## src/rtl/tpf_pkg.sv

```systemverilog
// ---------------------------------------------------------------------------
// tpf_pkg
// Shared types and constants of the timed pin fade controller.
// ---------------------------------------------------------------------------
package tpf_pkg;

	localparam int NCH      = 16;              // channels in the bank
	localparam int CH_W     = 4;
	localparam int LIM_W    = 5;               // holds 0..NCH
	localparam int FADE_MS  = 1000;            // fade length, ms
	localparam int MS_PER_S = 1000;
	localparam int LEN_W    = 26;              // timer length, ms
	localparam int TIME_W   = 32;
	localparam int BYTE_MAX = 255;

	// fade interpolation: elapsed * delta, then floor divide by FADE_MS
	localparam int EL_W   = $clog2(FADE_MS);
	localparam int PROD_W = EL_W + 10;
	localparam int REC_SH = PROD_W + 2 * EL_W;
	localparam longint unsigned REC_VAL =
		((64'd1 << REC_SH) + longint'(FADE_MS) - 1) / longint'(FADE_MS);
	localparam int REC_W = PROD_W + EL_W + 1;
	localparam logic [REC_W-1:0] FADE_RECIP = REC_VAL[REC_W-1:0];

	typedef enum logic [2:0] {
		OP_TICK     = 3'd0,
		OP_DIG_SET  = 3'd1,
		OP_DIG_TMD  = 3'd2,
		OP_PWM_SET  = 3'd3,
		OP_PWM_TMD  = 3'd4,
		OP_FADE     = 3'd5,
		OP_FADE_HLD = 3'd6,
		OP_STATUS   = 3'd7
	} op_t;

	typedef enum logic [1:0] {
		MODE_DIG  = 2'd0,
		MODE_PWM  = 2'd1,
		MODE_FADE = 2'd2
	} mode_t;

	localparam logic [1:0] KIND_NONE = 2'd0;
	localparam logic [1:0] KIND_DIG  = 2'd1;
	localparam logic [1:0] KIND_PWM  = 2'd2;

	typedef struct packed {
		mode_t             mode;
		logic [7:0]        value;
		logic              active;
		logic [TIME_W-1:0] start;
		logic [LEN_W-1:0]  length;
		logic [7:0]        revert;
		logic [7:0]        fade_from;
		logic [7:0]        fade_to;
		logic              hold;
		logic [TIME_W-1:0] fade_begin;
		logic              notify;
	} chan_t;

	typedef struct packed {
		logic [CH_W-1:0] ch;
		logic [1:0]      kind;
		logic [7:0]      drive;
		logic            done;
		logic [1:0]      mode;
		logic [7:0]      value;
		logic            nm;
	} res_t;

	function automatic logic [7:0] clamp_byte(input logic signed [15:0] v);
		logic [7:0] r;
		if (v < 16'sd0)
			r = 8'd0;
		else if (v > 16'sd255)
			r = 8'(BYTE_MAX);
		else
			r = v[7:0];
		return r;
	endfunction

endpackage

```

## src/rtl/tpf_cmd_if.sv

```systemverilog
// ---------------------------------------------------------------------------
// tpf_cmd_if
// Command channel: valid/ready with one command beat.
// ---------------------------------------------------------------------------
interface tpf_cmd_if;
	logic               valid;
	logic               ready;
	logic [2:0]         operation;
	logic [3:0]         channel;
	logic               level;
	logic signed [15:0] pwm_value;
	logic signed [15:0] finish_value;
	logic [15:0]        delay_seconds;
	logic               notify;

	modport source (output valid, operation, channel, level, pwm_value, finish_value,
		delay_seconds, notify, input ready);
	modport sink (input valid, operation, channel, level, pwm_value, finish_value,
		delay_seconds, notify, output ready);
endinterface

```

## src/rtl/tpf_res_if.sv

```systemverilog
// ---------------------------------------------------------------------------
// tpf_res_if
// Result channel: valid/ready with one result beat.
// ---------------------------------------------------------------------------
interface tpf_res_if;
	logic       valid;
	logic       ready;
	logic [3:0] out_channel;
	logic [1:0] write_kind;
	logic [7:0] drive_value;
	logic       done_event;
	logic [1:0] mode_report;
	logic [7:0] value_report;
	logic       not_managed;
	logic       last;

	modport source (output valid, out_channel, write_kind, drive_value, done_event,
		mode_report, value_report, not_managed, last, input ready);
	modport sink (input valid, out_channel, write_kind, drive_value, done_event,
		mode_report, value_report, not_managed, last, output ready);
endinterface

```

## src/rtl/timed_pin_fade_controller.sv

```systemverilog
// ---------------------------------------------------------------------------
// timed_pin_fade_controller
// Channel bank with digital/pwm outputs, timed reverts and linear fades.
// ---------------------------------------------------------------------------
//  channel | dir | handshake         | beat
//  cmd     | in  | valid/ready       | one command or tick
//  res     | out | valid/ready       | one pin write or status reply
//  cfg     | in  | cfg_we/cfg_wdata  | channels_in_use, no read-back
//
//  Command or status: read, modify/write, hand to output.
//  Tick: per managed channel, the loop of read, multiply, reciprocal
//  divide and write-back on the state RAM.
//  Reset clears the ms counter, control and the per-entry valid bits;
//  an entry never written reads as all zero, so no clearing pass is needed.
//  The output register lets a new command in while a result waits; a stalled
//  output holds the scan at its next pin write.
// ---------------------------------------------------------------------------
module timed_pin_fade_controller
	import tpf_pkg::*;
(
	input  logic              clk,
	input  logic              arst_n,
	tpf_cmd_if.sink           cmd,
	tpf_res_if.source         res,
	input  logic              cfg_we,
	input  logic [LIM_W-1:0]  cfg_wdata
);

	typedef enum logic [2:0] {
		S_IDLE,
		S_SCAN_RD,
		S_SCAN_EV,
		S_SCAN_DV,
		S_SCAN_WB,
		S_CMD_EV,
		S_FLUSH
	} state_t;

	typedef struct packed {
		op_t               op;
		logic [CH_W-1:0]   ch;
		logic              lvl;
		logic signed [15:0] pv;
		logic signed [15:0] fv;
		logic [15:0]       secs;
		logic              ntf;
	} cmd_t;

	state_t            state_q;
	cmd_t              cmd_q;
	logic [LIM_W-1:0]  cfg_q;
	logic [TIME_W-1:0] now_q;
	logic [LIM_W-1:0]  idx_q;
	logic [NCH-1:0]    vld_q;
	logic [CH_W-1:0]   rd_addr_q;

	// staged result: the last beat of a scan is only known at its end
	res_t              stg_q;
	logic              stg_valid_q;
	res_t              out_q;
	logic              out_last_q;
	logic              out_valid_q;

	chan_t             ent_s1;
	logic signed [PROD_W-1:0] prod_s1;
	logic [7:0]        quo_s2;
	logic              neg_s2;

	logic [CH_W-1:0]   rd_addr;
	logic [$bits(chan_t)-1:0] ram_rdata;
	chan_t             ent;
	logic              ram_we;
	logic [CH_W-1:0]   ram_waddr;
	chan_t             ram_wdata;

	logic [LIM_W-1:0]  lim;
	logic              in_acc;
	logic              out_free;
	logic              out_load;
	logic              cmd_managed;

	// ---- state RAM, one entry per channel ----
	tpf_ram #(
		.WIDTH ($bits(chan_t)),
		.DEPTH (NCH)
	) u_state_ram (
		.clk   (clk),
		.we    (ram_we),
		.waddr (ram_waddr),
		.wdata (ram_wdata),
		.raddr (rd_addr),
		.rdata (ram_rdata)
	);

	assign lim         = (cfg_q > LIM_W'(NCH)) ? LIM_W'(NCH) : cfg_q;
	assign cmd.ready   = (state_q == S_IDLE);
	assign in_acc      = cmd.valid && cmd.ready;
	assign out_free    = !out_valid_q || res.ready;
	assign cmd_managed = {1'b0, cmd_q.ch} < lim;
	assign rd_addr     = (state_q == S_IDLE) ? cmd.channel : idx_q[CH_W-1:0];
	assign ent         = vld_q[rd_addr_q] ? chan_t'(ram_rdata) : '0;

	// ---- fade interpolation, first half: elapsed * (to - from) ----
	logic [TIME_W-1:0]   ev_el;
	logic signed [8:0]   ev_delta;
	assign ev_el    = now_q - ent.fade_begin;
	assign ev_delta = $signed({1'b0, ent.fade_to}) - $signed({1'b0, ent.fade_from});

	// ---- second half: floor divide by FADE_MS via reciprocal ----
	logic                dv_neg;
	logic [PROD_W-1:0]   dv_mag;
	logic [PROD_W-1:0]   dv_num;
	logic [PROD_W+REC_W-1:0] dv_full;
	assign dv_neg  = prod_s1 < 0;
	assign dv_mag  = dv_neg ? PROD_W'(-prod_s1) : PROD_W'(prod_s1);
	// negative quotient rounds away from zero on the magnitude
	assign dv_num  = dv_neg ? dv_mag + PROD_W'(FADE_MS - 1) : dv_mag;
	assign dv_full = (PROD_W+REC_W)'(dv_num) * (PROD_W+REC_W)'(FADE_RECIP);

	// ---- scan write-back: timer and fade evaluation ----
	chan_t             sc_new;
	res_t              sc_res;
	logic              sc_emit;
	logic              sc_stall;
	logic              hold_exp;
	logic              fade_end;
	logic [7:0]        interp;

	assign hold_exp = (now_q - ent_s1.start) >= TIME_W'(ent_s1.length);
	assign fade_end = (now_q - ent_s1.fade_begin) >= TIME_W'(ent_s1.length);
	assign interp   = ent_s1.fade_from + (neg_s2 ? (8'd0 - quo_s2) : quo_s2);

	always_comb begin
		sc_new  = ent_s1;
		sc_emit = 1'b0;
		sc_res  = '0;
		sc_res.ch = idx_q[CH_W-1:0];
		if (ent_s1.active) begin
			if (ent_s1.mode == MODE_FADE && ent_s1.hold) begin
				// holding: keep writing the start value until the hold runs out
				if (hold_exp) begin
					sc_new.hold       = 1'b0;
					sc_new.fade_begin = now_q;
					sc_new.length     = LEN_W'(FADE_MS);
				end
				sc_emit      = 1'b1;
				sc_res.kind  = KIND_PWM;
				sc_res.drive = ent_s1.fade_from;
			end else if (ent_s1.mode == MODE_FADE) begin
				sc_emit     = 1'b1;
				sc_res.kind = KIND_PWM;
				if (fade_end) begin
					sc_new.notify = 1'b0;
					sc_new.value  = ent_s1.fade_to;
					sc_new.mode   = MODE_PWM;
					sc_new.active = 1'b0;
					sc_res.drive  = ent_s1.fade_to;
					sc_res.done   = ent_s1.notify;
				end else begin
					sc_res.drive  = interp;
				end
			end else if (hold_exp) begin
				// revert timer ran out
				sc_new.active = 1'b0;
				sc_new.notify = 1'b0;
				sc_new.value  = ent_s1.revert;
				sc_emit       = 1'b1;
				sc_res.kind   = (ent_s1.mode == MODE_DIG) ? KIND_DIG : KIND_PWM;
				sc_res.drive  = ent_s1.revert;
				sc_res.done   = ent_s1.notify;
			end
		end
		sc_res.mode  = sc_new.mode;
		sc_res.value = sc_new.value;
	end

	assign sc_stall = sc_emit && stg_valid_q && !out_free;

	// staged beat moves to the output register
	assign out_load = (state_q == S_SCAN_WB && !sc_stall && sc_emit && stg_valid_q) ||
		(state_q == S_FLUSH && stg_valid_q && out_free);

	// ---- command evaluation ----
	chan_t             cm_new;
	res_t              cm_res;
	logic [7:0]        cm_pv;
	logic [LEN_W-1:0]  cm_len;

	assign cm_pv  = clamp_byte(cmd_q.pv);
	assign cm_len = LEN_W'(cmd_q.secs) * LEN_W'(MS_PER_S);

	always_comb begin
		cm_new = ent;
		cm_res = '0;
		cm_res.ch = cmd_q.ch;
		case (cmd_q.op)
			OP_DIG_SET, OP_DIG_TMD: begin
				cm_new.mode  = MODE_DIG;
				cm_new.value = {7'd0, cmd_q.lvl};
				if (cmd_q.op == OP_DIG_SET) begin
					cm_new.active = 1'b0;
					cm_new.notify = 1'b0;
				end else begin
					cm_new.active = 1'b1;
					cm_new.start  = now_q;
					cm_new.length = cm_len;
					cm_new.revert = {7'd0, !cmd_q.lvl};
					cm_new.notify = cmd_q.ntf;
				end
				cm_res.kind  = KIND_DIG;
				cm_res.drive = {7'd0, cmd_q.lvl};
			end
			OP_PWM_SET, OP_PWM_TMD: begin
				cm_new.mode  = MODE_PWM;
				cm_new.value = cm_pv;
				if (cmd_q.op == OP_PWM_SET) begin
					cm_new.active = 1'b0;
					cm_new.notify = 1'b0;
				end else begin
					cm_new.active = 1'b1;
					cm_new.start  = now_q;
					cm_new.length = cm_len;
					cm_new.revert = (cm_pv == 8'd0) ? 8'(BYTE_MAX) : 8'd0;
					cm_new.notify = cmd_q.ntf;
				end
				cm_res.kind  = KIND_PWM;
				cm_res.drive = cm_pv;
			end
			OP_FADE, OP_FADE_HLD: begin
				cm_new.mode      = MODE_FADE;
				cm_new.active    = 1'b1;
				cm_new.start     = now_q;
				cm_new.fade_from = cm_pv;
				cm_new.fade_to   = clamp_byte(cmd_q.fv);
				cm_new.value     = cm_pv;
				if (cmd_q.op == OP_FADE) begin
					cm_new.length     = LEN_W'(FADE_MS);
					cm_new.hold       = 1'b0;
					cm_new.fade_begin = now_q;
				end else begin
					cm_new.length     = cm_len;
					cm_new.hold       = 1'b1;
					cm_new.fade_begin = '0;
					cm_new.notify     = cmd_q.ntf;
				end
				cm_res.kind  = KIND_PWM;
				cm_res.drive = cm_pv;
			end
			default: begin
				// status reply, also for tick codes that never get here
				cm_res.kind = KIND_NONE;
				cm_res.nm   = !cmd_managed;
			end
		endcase
		if (cm_res.nm) begin
			cm_res.mode  = 2'd0;
			cm_res.value = 8'd0;
		end else begin
			cm_res.mode  = cm_new.mode;
			cm_res.value = cm_new.value;
		end
	end

	// ---- RAM write port ----
	always_comb begin
		ram_we    = 1'b0;
		ram_waddr = idx_q[CH_W-1:0];
		ram_wdata = sc_new;
		if (state_q == S_SCAN_WB && !sc_stall) begin
			ram_we = 1'b1;
		end else if (state_q == S_CMD_EV && cmd_q.op != OP_STATUS) begin
			ram_we    = 1'b1;
			ram_waddr = cmd_q.ch;
			ram_wdata = cm_new;
		end
	end

	// ---- control ----
	always_ff @(posedge clk or negedge arst_n) begin
		if (!arst_n) begin
			state_q     <= S_IDLE;
			cfg_q       <= LIM_W'(NCH);
			now_q       <= '0;
			idx_q       <= '0;
			vld_q       <= '0;
			stg_valid_q <= 1'b0;
			out_valid_q <= 1'b0;
		end else begin
			if (cfg_we)
				cfg_q <= cfg_wdata;
			if (ram_we)
				vld_q[ram_waddr] <= 1'b1;
			if (out_load)
				out_valid_q <= 1'b1;
			else if (out_free)
				out_valid_q <= 1'b0;
			case (state_q)
				S_IDLE: begin
					if (in_acc) begin
						if (op_t'(cmd.operation) == OP_TICK) begin
							now_q   <= now_q + TIME_W'(1);
							idx_q   <= '0;
							state_q <= S_SCAN_RD;
						end else if (op_t'(cmd.operation) == OP_STATUS ||
								{1'b0, cmd.channel} < lim) begin
							state_q <= S_CMD_EV;
						end
					end
				end
				S_SCAN_RD: begin
					state_q <= (idx_q < lim) ? S_SCAN_EV : S_FLUSH;
				end
				S_SCAN_EV: state_q <= S_SCAN_DV;
				S_SCAN_DV: state_q <= S_SCAN_WB;
				S_SCAN_WB: begin
					if (!sc_stall) begin
						if (sc_emit)
							stg_valid_q <= 1'b1;
						idx_q   <= idx_q + LIM_W'(1);
						state_q <= S_SCAN_RD;
					end
				end
				S_CMD_EV: begin
					stg_valid_q <= 1'b1;
					state_q     <= S_FLUSH;
				end
				S_FLUSH: begin
					if (!stg_valid_q) begin
						state_q <= S_IDLE;
					end else if (out_free) begin
						stg_valid_q <= 1'b0;
						state_q     <= S_IDLE;
					end
				end
				default: state_q <= S_IDLE;
			endcase
		end
	end

	// ---- datapath registers ----
	always_ff @(posedge clk) begin
		rd_addr_q <= rd_addr;
		if (in_acc) begin
			cmd_q.op   <= op_t'(cmd.operation);
			cmd_q.ch   <= cmd.channel;
			cmd_q.lvl  <= cmd.level;
			cmd_q.pv   <= cmd.pwm_value;
			cmd_q.fv   <= cmd.finish_value;
			cmd_q.secs <= cmd.delay_seconds;
			cmd_q.ntf  <= cmd.notify;
		end
		if (state_q == S_SCAN_EV) begin
			ent_s1  <= ent;
			prod_s1 <= $signed({{(PROD_W-EL_W){1'b0}}, ev_el[EL_W-1:0]}) *
				PROD_W'(ev_delta);
		end
		if (state_q == S_SCAN_DV) begin
			quo_s2 <= dv_full[REC_SH +: 8];
			neg_s2 <= dv_neg;
		end
		if (state_q == S_SCAN_WB && !sc_stall && sc_emit) begin
			stg_q <= sc_res;
			if (stg_valid_q) begin
				out_q      <= stg_q;
				out_last_q <= 1'b0;
			end
		end
		if (state_q == S_CMD_EV)
			stg_q <= cm_res;
		if (state_q == S_FLUSH && stg_valid_q && out_free) begin
			out_q      <= stg_q;
			out_last_q <= 1'b1;
		end
	end

	assign res.valid        = out_valid_q;
	assign res.out_channel  = out_q.ch;
	assign res.write_kind   = out_q.kind;
	assign res.drive_value  = out_q.drive;
	assign res.done_event   = out_q.done;
	assign res.mode_report  = out_q.mode;
	assign res.value_report = out_q.value;
	assign res.not_managed  = out_q.nm;
	assign res.last         = out_last_q;

	// ---- assertions ----
	a_no_stage_on_accept: assert property (@(posedge clk) disable iff (!arst_n)
		in_acc |-> !stg_valid_q)
		else $error("command accepted with a result still staged");

	a_write_managed: assert property (@(posedge clk) disable iff (!arst_n)
		ram_we |-> ({1'b0, ram_waddr} < lim))
		else $error("state write to an unmanaged channel");

	a_time_only_on_tick: assert property (@(posedge clk) disable iff (!arst_n)
		!(in_acc && op_t'(cmd.operation) == OP_TICK) |=> $stable(now_q))
		else $error("ms counter moved without a tick");

endmodule

```

## src/rtl/tpf_ram.sv

```systemverilog
// ---------------------------------------------------------------------------
// tpf_ram
// Generic single write, single read RAM with registered read data.
// ---------------------------------------------------------------------------
module tpf_ram #(
	parameter int WIDTH = 8,
	parameter int DEPTH = 16
) (
	input  logic                     clk,
	input  logic                     we,
	input  logic [$clog2(DEPTH)-1:0] waddr,
	input  logic [WIDTH-1:0]         wdata,
	input  logic [$clog2(DEPTH)-1:0] raddr,
	output logic [WIDTH-1:0]         rdata
);
	logic [WIDTH-1:0] mem [DEPTH];

	always_ff @(posedge clk) begin
		if (we)
			mem[waddr] <= wdata;
		rdata <= mem[raddr];
	end
endmodule
```

## src/flat_wrapper.sv

```systemverilog
// flat-port wrapper written by rule: the top's interface ports become plain ports
module timed_pin_fade_controller_flat import tpf_pkg::*;
  (clk, arst_n, cfg_we, cfg_wdata, cmd_valid, cmd_operation, cmd_channel, cmd_level, cmd_pwm_value, cmd_finish_value, cmd_delay_seconds, cmd_notify, cmd_ready, res_valid, res_out_channel, res_write_kind, res_drive_value, res_done_event, res_mode_report, res_value_report, res_not_managed, res_last, res_ready);
  tpf_cmd_if cmd_i ();
  tpf_res_if res_i ();
  input  logic clk;
  input  logic arst_n;
  input  logic cfg_we;
  input  logic [LIM_W-1:0] cfg_wdata;
  input wire logic [$bits(cmd_i.valid)-1:0] cmd_valid;
  input wire logic [$bits(cmd_i.operation)-1:0] cmd_operation;
  input wire logic [$bits(cmd_i.channel)-1:0] cmd_channel;
  input wire logic [$bits(cmd_i.level)-1:0] cmd_level;
  input wire logic [$bits(cmd_i.pwm_value)-1:0] cmd_pwm_value;
  input wire logic [$bits(cmd_i.finish_value)-1:0] cmd_finish_value;
  input wire logic [$bits(cmd_i.delay_seconds)-1:0] cmd_delay_seconds;
  input wire logic [$bits(cmd_i.notify)-1:0] cmd_notify;
  output wire logic [$bits(cmd_i.ready)-1:0] cmd_ready;
  output wire logic [$bits(res_i.valid)-1:0] res_valid;
  output wire logic [$bits(res_i.out_channel)-1:0] res_out_channel;
  output wire logic [$bits(res_i.write_kind)-1:0] res_write_kind;
  output wire logic [$bits(res_i.drive_value)-1:0] res_drive_value;
  output wire logic [$bits(res_i.done_event)-1:0] res_done_event;
  output wire logic [$bits(res_i.mode_report)-1:0] res_mode_report;
  output wire logic [$bits(res_i.value_report)-1:0] res_value_report;
  output wire logic [$bits(res_i.not_managed)-1:0] res_not_managed;
  output wire logic [$bits(res_i.last)-1:0] res_last;
  input wire logic [$bits(res_i.ready)-1:0] res_ready;
  assign cmd_i.valid = cmd_valid;
  assign cmd_i.operation = cmd_operation;
  assign cmd_i.channel = cmd_channel;
  assign cmd_i.level = cmd_level;
  assign cmd_i.pwm_value = cmd_pwm_value;
  assign cmd_i.finish_value = cmd_finish_value;
  assign cmd_i.delay_seconds = cmd_delay_seconds;
  assign cmd_i.notify = cmd_notify;
  assign cmd_ready = cmd_i.ready;
  assign res_valid = res_i.valid;
  assign res_out_channel = res_i.out_channel;
  assign res_write_kind = res_i.write_kind;
  assign res_drive_value = res_i.drive_value;
  assign res_done_event = res_i.done_event;
  assign res_mode_report = res_i.mode_report;
  assign res_value_report = res_i.value_report;
  assign res_not_managed = res_i.not_managed;
  assign res_last = res_i.last;
  assign res_i.ready = res_ready;
  timed_pin_fade_controller u_core (.clk(clk), .arst_n(arst_n), .cmd(cmd_i), .res(res_i), .cfg_we(cfg_we), .cfg_wdata(cfg_wdata));
endmodule
```

## config.mk

```make
export PLATFORM = sky130hd
export DESIGN_NAME = timed_pin_fade_controller_flat
export DESIGN_NICKNAME = d
export VERILOG_FILES = /design/src/rtl/tpf_pkg.sv /design/src/rtl/tpf_cmd_if.sv /design/src/rtl/tpf_res_if.sv /design/src/rtl/timed_pin_fade_controller.sv /design/src/rtl/tpf_ram.sv /design/src/flat_wrapper.sv
export SDC_FILE = /design/constraint.sdc
export NUM_CORES = 2
export LEC_CHECK = 0
export BUFFER_PORTS_ARGS = -buffer_cell sky130_fd_sc_hd__buf_2
export CORE_AREA = 2 2 690 349
export CTS_CLUSTER_DIAMETER = 200
export DETAILED_ROUTE_END_ITERATION = 8
export DIE_AREA = 0 0 692 351
export PLACE_DENSITY = 0.61
export SLEW_MARGIN = 20
export SYNTH_ARGS = -nofsm -noshare
export SYNTH_HDL_FRONTEND = slang
export SYNTH_SLANG_ARGS = --single-unit
export TNS_END_PERCENT = 1
```

## constraint.sdc

```tcl
create_clock -name clk -period 32.3 [get_ports clk]
set_input_delay 4.845 -clock clk [delete_from_list [all_inputs] [get_ports clk]]
set_output_delay 4.845 -clock clk [all_outputs]
set_load 0.01 [all_outputs]
```

==> summary.txt <==
Outcome - completed
Final Setup Violations - 0
Number of vias per cell - 6.10
Total Routing Usage GR - 0.295
Most common flop cell mapped by yosys - edfxtp_1
Via count - 81,216
Initial Util - 0.496
Critical Path RT - 32,910 ps
Synth warn - 0
Placed Cells - 12,909
Postcts setup bufs - 0
Top area cells in the synthesized netlist - edfxtp_1, nand2_1, ha_1
Final wirelength - 364,000 um
Crit path DAT - 10,920 ps
Reg clk slew, reported paths - 70 ps
Least-Margin Pin Slew - 1180 ps
Vias in the first global route - 75,410
Worst Skew - 87.7 ps
Maximum root-to-sink buffer count - 4
Fmax - 0.0969 GHz
CP max stage delay - 880 ps
Row count - 127
Fin util - 0.547
Setup TNS - 0 ps
First-pass GRT wire length - 530,000 um
DIE HEIGHT - 351 um
# H-tree levels - 4
Leading area contributor after synthesis - edfxtp_1
Area Growth Syn to Fin - 10.2%
Dpl hpwl - 228,000 um
Slew margin rel. - 0.214
RSZ-0062 raised after global routing - no
Post-Synthesis Cells - 9,955
Max Cap Viol - 0
Netlist cell types - 88
CP Class - flip-flop to flip-flop
Crit path max-delay cell type - nor4b_1
Core Region - 238,000 um^2
Async S/R FF share, synth - 0.0253
Antenna violations before repair - 21
Tcrit/Tclk final - 0.319
I/O Buffers - 95
Worst setup SP type - flip-flop
CP dominant cell by count - fa_1
# DRC - 0
CTS tree - built
Detailed Routing Iterations Pass 1 - 8
WL/cell - 27.4 um
Synthesized net count - 10,784
Syn avg cell area - 11.8 um^2
Yosys reg bits - 2,492
Final net count - 10,800
Share of layout cells above drive strength 1 - 0.0768
Gp weighted congestion - 0.941
Post-Syn Area - 118,000 um^2
Clk sinks - 2,492
Sequential element share of the synthesized area - 0.621
Synth top area share - 0.585
Post-synth EDFFs - 2,296
Fin. max-slew vios - 0
Tmin final - 10,320 ps
CTS Hold Bufs - 0
Post_cts resized - 0
Antenna-violating nets left - 0
Number of CTS-inserted buffers - 219
Crit-path leading delay family - adder cells
CP max FO - 7
Clock root cell - clkbuf_16
Crit. End Element - flip-flop
Total count of hold-check failures in the final report - 0
Total die area - 243,000 um^2
Non-filler cells in the finished layout - 13,316
I/O pins - 96
Die width - 692 um
Hold/Removal Path Class - flip-flop to flip-flop
Gr ovfl total - 0
Worst skew pair latency - 930 ps
Largest net degree at the start of global routing - 178
Initial drt markers - 12,316
Crit path buffers/inverters - 6
==> synth_stat cells, types with 10 or more instances <==
cell type / count
o21a_1: 28
xnor2_1: 125
a211oi_1: 20
dfrtp_1: 62
nor2_1: 213
o31ai_1: 28
a221o_1: 47
a21oi_1: 209
nand2b_1: 47
a31oi_1: 184
o21bai_1: 21
nand2_1: 2360
xor2_1: 62
a22oi_1: 10
nor4_1: 14
o22ai_1: 26
o211ai_1: 18
nand3_1: 1061
edfxtp_1: 2296
a21o_1: 61
or2_2: 13
and2_1: 134
buf_2: 11
dfxtp_1: 133
nor3_1: 85
nor2b_1: 31
mux2i_1: 13
o32ai_1: 10
clkbuf_1: 500
a311oi_1: 256
o21ai_0: 155
ha_1: 483
buf_1: 26
fa_1: 279
o41ai_1: 10
or3_1: 20
nand4_1: 27
inv_1: 538
and3_1: 178
==> layout make-up <==
type	count	area, um^2
fillers	19897	108000
diodes	7	17.5
clock buffers	289	5950
flip-flops and latches	2492	73200
well taps	3160	3950
clock inverters	110	1080
inverters	540	2050
multi-input cells	6381	41200
repair buffers	337	2440
==> cell usage in the layout, fill, tap and decap left out, types with 50 or more instances in the layout <==
cell type / n
o21ai_0: 146
nor2_1: 211
edfxtp_1: 2296
nor3_1: 82
xnor2_1: 118
dfxtp_1: 133
inv_1: 537
buf_4: 232
a21o_1: 61
clkbuf_1: 50
and3_1: 178
a311oi_1: 256
nand3_1: 1061
dfrtp_1: 62
a21oi_1: 195
nand2_1: 2357
ha_1: 483
clkbuf_16: 220
buf_2: 94
xor2_1: 62
a31oi_1: 165
and2_1: 133
fa_1: 279
==> per-layer routing <==
metal | wire, um | vias to the layer above | GRT usage
li1 | - | 35762 | -
met1 | 170000 | 40598 | 0.484
met2 | 142000 | 4395 | 0.387
met3 | 45600 | 451 | 0.0785
met4 | 7550 | 10 | 0.0583
met5 | 78 | - | 0
==> state kept, by name (all words and copies together) (netlist names), 5 cells and up <==
| signal | flops |
|---|---|
| u_core.u_state_ram.mem | 2032 |
| u_core.ent_s1 | 127 |
| u_core.u_state_ram.rdata | 127 |
| u_core.cmd_q | 53 |
| u_core.now_q | 32 |
| u_core.stg_q | 26 |
| u_core.prod_s1 | 20 |
| u_core.vld_q | 16 |
| u_core.quo_s2 | 8 |
| u_core.res.drive_value | 8 |
| u_core.res.value_report | 8 |
| u_core.cfg_q | 5 |
| u_core.idx_q | 5 |
==> logic make-up (layout without fill, tap and decap cells) <==
logic type      after synthesis  in the layout  share of synthesized area
compound gates             1191           1191                     0.0714
other cells                   0              7                          0
flops                      2492           2492                      0.621
mux                          24             24                    0.00263
buf+inv                    1082           1276                     0.0348
fa+ha+maj                   762            762                     0.0987
simple gates               4217           4217                      0.158
xor+xnor                    187            187                     0.0139
==> metrics by stage <==
step | hold slack [ps] | instance area, um^2 | setup WS, ps
2_1_floorplan | 400 | 118000 | 20140
3_3_place_gp | 412 | 123000 | 22040
3_5_place_dp | 405 | 123000 | 22020
4_1_cts | 420 | 130000 | 21960
5_1_grt | 428 | 130000 | 21180
6_report | 417 | 130000 | 21980
==> path summary, 6_finish.rpt <==
check | startpoint | end | slack [ps] | depth (start not counted)
worst max-delay path | u_core.prod_s1[0]$_DFFE_PP_ | u_core.quo_s2[2]$_DFFE_PP_ | 21980 | 31
max in group asynchronous | arst_n | u_core.now_q[30]$_DFFE_PN0P_ | 27350 | 2
worst max register to register | u_core.prod_s1[0]$_DFFE_PP_ | u_core.quo_s2[2]$_DFFE_PP_ | 21980 | 31
worst min-delay path | u_core.stg_q[22]$_DFFE_PP_ | u_core.res.out_channel[0]$_DFFE_PP_ | 420 | 0
min in group asynchronous | arst_n | u_core.cfg_q[3]$_DFFE_PN0P_ | 3750 | 1
worst min register to register | u_core.stg_q[22]$_DFFE_PP_ | u_core.res.out_channel[0]$_DFFE_PP_ | 420 | 0
Power is not shown: default switching activity piles up to over one toggle a cycle in this logic, so the estimate is an artifact.
